$ cat src/hdl/mmt_pkg.sv
`timescale 1ns / 1ps

package mmt_pkg;

    // Defaults for the top-level parameters
    localparam int MAX_WINDOW_DEF   = 1024;
    localparam int SAMPLE_WIDTH_DEF = 32;

    // Fixed field widths
    localparam int DATA_W     = 32;
    localparam int STEP_W     = 32;
    localparam int LIMIT_W    = 32;
    localparam int WS_W       = 11;
    localparam int CFG_IDX_W  = 1;
    localparam int CFG_DATA_W = 32;

    // Configuration register indexes
    localparam logic [CFG_IDX_W-1:0] REG_ERROR_LIMIT = 1'd0;
    localparam logic [CFG_IDX_W-1:0] REG_WINDOW_SIZE = 1'd1;

    localparam logic [LIMIT_W-1:0] LIMIT_RESET = '0;
    localparam logic [WS_W-1:0]    WS_RESET    = 11'd16;

    typedef struct packed {
        logic [DATA_W-1:0] error_sample;
        logic [STEP_W-1:0] step_index;
    } t_in;

    typedef struct packed {
        logic              mean_valid;
        logic [DATA_W-1:0] window_mean;
        logic              keep_going;
        logic [STEP_W-1:0] step_echo;
    } t_out;

    typedef struct packed {
        logic busy;
        logic done;
    } t_div_status;

    typedef enum logic [2:0] {
        S_IDLE,
        S_RING,
        S_SUB,
        S_START,
        S_DIV,
        S_OUT
    } t_state;

endpackage

$ cat src/hdl/mmt_div.sv
`timescale 1ns / 1ps

module mmt_div #(
    parameter int NUM_W = mmt_pkg::SAMPLE_WIDTH_DEF + mmt_pkg::WS_W,
    parameter int DEN_W = mmt_pkg::WS_W
) (
    input  logic                i_clk,
    input  logic                i_rst_n,
    input  logic                i_start,
    input  logic [NUM_W-1:0]    i_num,
    input  logic [DEN_W-1:0]    i_den,
    output mmt_pkg::t_div_status o_status,
    output logic [NUM_W-1:0]    o_quo
);

    localparam int CNT_W = $clog2(NUM_W + 1);

    logic [CNT_W-1:0] r_cnt;
    logic             r_busy;
    logic             r_done;
    logic [NUM_W-1:0] r_quo;
    logic [DEN_W-1:0] r_rem;
    logic [DEN_W-1:0] r_den;

    logic [DEN_W:0]   trial;
    logic [DEN_W:0]   diff;
    logic             q_bit;

    // One restoring step: bring down the next dividend bit, try the divisor
    always_comb begin
        trial = {r_rem, r_quo[NUM_W-1]};
        diff  = trial - {1'b0, r_den};
        q_bit = (trial >= {1'b0, r_den});
    end

    always_ff @(posedge i_clk) begin
        if (!i_rst_n) begin
            r_busy <= 1'b0;
            r_done <= 1'b0;
            r_cnt  <= '0;
        end else begin
            r_done <= 1'b0;
            if (i_start) begin
                r_busy <= 1'b1;
                r_cnt  <= CNT_W'(NUM_W);
            end else if (r_busy) begin
                r_cnt <= r_cnt - 1'b1;
                if (r_cnt == CNT_W'(1)) begin
                    r_busy <= 1'b0;
                    r_done <= 1'b1;
                end
            end
        end
    end

    always_ff @(posedge i_clk) begin
        if (i_start) begin
            r_quo <= i_num;
            r_rem <= '0;
            r_den <= i_den;
        end else if (r_busy) begin
            r_quo <= {r_quo[NUM_W-2:0], q_bit};
            r_rem <= q_bit ? diff[DEN_W-1:0] : trial[DEN_W-1:0];
        end
    end

    assign o_status.busy = r_busy;
    assign o_status.done = r_done;
    assign o_quo         = r_quo;

endmodule

$ cat config.mk
export PLATFORM = sky130hd
export DESIGN_NAME = mmt_div
export DESIGN_NICKNAME = d
export VERILOG_FILES = /design/src/hdl/mmt_pkg.sv /design/src/hdl/mmt_div.sv
export SDC_FILE = /design/constraint.sdc
export NUM_CORES = 1
export LEC_CHECK = 0
export CAP_MARGIN = 5
export CORE_MARGIN = 5
export CORE_UTILIZATION = 30
export DETAILED_ROUTE_END_ITERATION = 8
export DONT_BUFFER_PORTS = 1
export GPL_TIMING_DRIVEN = 0
export HOLD_SLACK_MARGIN = 0.15
export PLACE_DENSITY_LB_ADDON = 0.15
export SLEW_MARGIN = 20
export SYNTH_ARGS = -nofsm -noshare
export SYNTH_HDL_FRONTEND = slang
export SYNTH_SLANG_ARGS = --single-unit
$ cat constraint.sdc
create_clock -name i_clk -period 6.4 [get_ports i_clk]
set_input_delay 1.28 -clock i_clk [delete_from_list [all_inputs] [get_ports i_clk]]
set_output_delay 1.28 -clock i_clk [all_outputs]
set_load 0.05 [all_outputs]
==> impl_metrics.ini <==
[critical_path]
cpMaxStageDelayCell = edfxtp_1
required_ns = 6.59
end_kind = register
path_cells = inv_1, ha_1, fa_1, nor2b_1, o31a_1, o21ai_2, o21ai_4, buf_8, mux2i_1, a211oi_2
path_class = register to register
crit_fanout = 10
cp.arrival_ns = 3.14
cp_top_family = compound AO/OA/AOI/OAI gates
crit_path_start_kind = register
cp.buffers_inverters = 2
critical-path-max-stage-delay_ns = 0.69

[drt]
vias = 2198
routed_via_density = 4.950
drtAntennaViolNets = 0
wl_per_cell_um = 17.55
first_pass_iters = 4
drtIter0Drc = 77
route.detailed.drc = 0
wl_mm = 7.790

[run]
max_cap_violations = 0

[finish]
nets = 363
diodes = 0
areaGrowthSynthToFinish_pct = 13.83
layout-drive-gt1-share_pct = 24.92

[global_routing]
grt_overflow = 0
grt_usage_pct = 11.19
grt_start_max_net_pins = 31
grt_pass1_vias = 2357
antenna_found_initial = 0
grt_pass1_wl_mm = 12.45

[cts]
cts.sink_count = 73
numCtsBuffers = 9
clkLatencyLatePin_ns = 0.34
clockRootBuffer = clkbuf_16
cts_buffer_depth = 2
ctsResizeCount = 0
cts_hold_buf = 0
post_cts_buffers = 0
path_clk_slew_ns = 0.06
cts_tree = built
htree_levels = 3

[timing]
hold_viol_final = 0
relSlewSlack_pct = 56.15
slew_violations = 0
layout_worst_path_cycle_share_pct = 46.11
rsz0062_at_grt = no
tns_ns = 0
fmax_mhz = 338.8
worst_pin_slew_ns = 0.6577
clock-skew-final_ns = 0.008589
min_period_ns = 2.951
setup_viol = 0

[synth]
async_flop_share_pct = 0
yosysUniqueCellTypes = 48
syn_nets = 351
ys_ff_latch = 73
ys_seq_area_share_pct = 55.04
synth_simple_gate_area_share_pct = 8.669
synth_edf_count = 54
synth_top_family_by_area = multiplexers
synth_fa_ha_area_share_pct = 5.022
syn_area_per_cell_um2 = 12.99
yosys_warnings = 0
synth_top_area_share_pct = 44.58
synthMuxAreaShare_pct = 14.96
ys_top_cells_by_area = edfxtp_1, mux2_2, dfxtp_1
synth_compound_area_share_pct = 10.15
synth_top_cell_by_area = edfxtp_1
synth_xor_area_share_pct = 2.408
synthCells = 280
syn-cell-area_mm2 = 0.003637
synth_flop_cell = edfxtp_1

[power_and_ir_drop]
peakVddDrop_mv = 0.1434
p_per_area_mw_per_mm2 = 339.7
leakage_nw = 1.506
p_total_mw = 1.406

[floorplan]
die_y_um = 120.1
rows = 40
die_x_um = 120.1
start_util_pct = 30.41
core_mm2 = 0.01196
die-area_mm2 = 0.01443
pin_count = 102

[outcome]
status = complete, no violations

[placement]
io_buffers = 0
gp_congestion = 0.7651
hpwl_mm = 5.740

[min_path]
min_path_type = register to register
placed cells by master, fill, tap and decap left out, types with 5 or more instances in the layout:
| master | count |
|---|---|
| clkbuf_16 | 9 |
| mux2i_1 | 6 |
| inv_1 | 17 |
| clkbuf_1 | 5 |
| xnor2_1 | 9 |
| a21oi_1 | 7 |
| dfxtp_1 | 19 |
| ha_1 | 13 |
| mux2_2 | 43 |
| nand2_1 | 11 |
| a211oi_1 | 6 |
| nor2_1 | 20 |
| o21ai_0 | 8 |
| edfxtp_1 | 54 |
state kept, by name, indices dropped and copies added, names as in the netlist:
register and count:
r_cnt 6, r_done 1, o_quo 43, r_rem 11, r_den 11, r_busy 1
final cells by class:
type                            instances  area [µm²]
Timing Repair Buffer                    1       20.02
Clock buffer                           10       229.0
Clock inverter                          6       67.56
Multi-Input combinational cell        177        1501
Buffer                                 13       72.57
Fill cell                            1164        7821
Tap cell                              147       183.9
Inverter                               17       63.81
Sequential cell                        73        2002
synthesized netlist by cell type (2+ instances only):
library cell and count:
a211oi_1 6, a21boi_0 3, a21oi_1 7, a311oi_2 2, buf_1 4, buf_4 3, clkbuf_1 4, dfxtp_1 19
edfxtp_1 54, ha_1 13, inv_1 17, mux2_2 43, mux2i_1 6, nand2_1 12, nand2b_1 4, nand3_1 4
nor2_1 20, nor2b_1 3, nor3_1 3, nor4bb_1 2, o211ai_1 4, o21a_1 3, o21ai_0 8, o22ai_1 2
o31a_1 2, o31ai_1 2, xnor2_1 9
layer usage:
metal | GRT usage (%) | vias to the layer above | share of wire [%]
li1 | - | 1066 | -
met3 | 5.090 | 12 | 8.4
met4 | 5.583 | 0 | 1.9
met1 | 13.34 | 1060 | 42
met2 | 17.00 | 60 | 47
met5 | 0 | - | 0
worst paths after layout:
kind                   from       end  slack (ns)  depth (start not counted)
setup / recovery  o_quo[42]  r_rem[2]        3.45                         10
hold / removal     r_rem[4]  r_rem[4]        0.51                          2
setup reg to reg  o_quo[42]  r_rem[2]        3.45                         10
hold reg to reg    r_rem[4]  r_rem[4]        0.51                          2
cell families (layout without fill, tap and decap cells):
family / after synthesis / in the layout
AOI/OAI and AO/OA: 46 / 46
xor gates and xnor gates: 10 / 10
adders and majority gates: 14 / 14
buffers and inverters: 30 / 47
DFF: 73 / 73
muxes: 49 / 49
and+or+nand+nor: 58 / 58
where the power goes:
part,switching (mW),internal [mW],total (mW)
Clock,0.196,0.303,0.499
Combinational,0.108,0.0954,0.204
Sequential,0.137,0.567,0.704
Total,0.441,0.965,1.41
through the flow:
| step | area, µm² | utilization (%) | setup WS, ns | hold slack (ns) | std cells |
|---|---|---|---|---|---|
| after floorplan | 3637 | - | 3.291 | 0.4744 | 280 |
| after global placement | 3821 | 31.95 | 2.504 | 0.5021 | 427 |
| after detailed placement | 3844 | 32.13 | 3.367 | 0.5018 | 428 |
| after CTS | 4140 | 34.61 | 3.386 | 0.5096 | 444 |
| after global routing | 4140 | 34.61 | 3.312 | 0.5351 | 444 |
| final | 4140 | 34.61 | 3.449 | 0.5113 | 444 |
tightest hold or removal path, stage by stage, from the launching register on:
cell and delay (ns):
dfxtp_1 0.33, nor2_1 0.09, a211oi_1 0.05
Note: power is estimated with default switching activity, not from simulation.
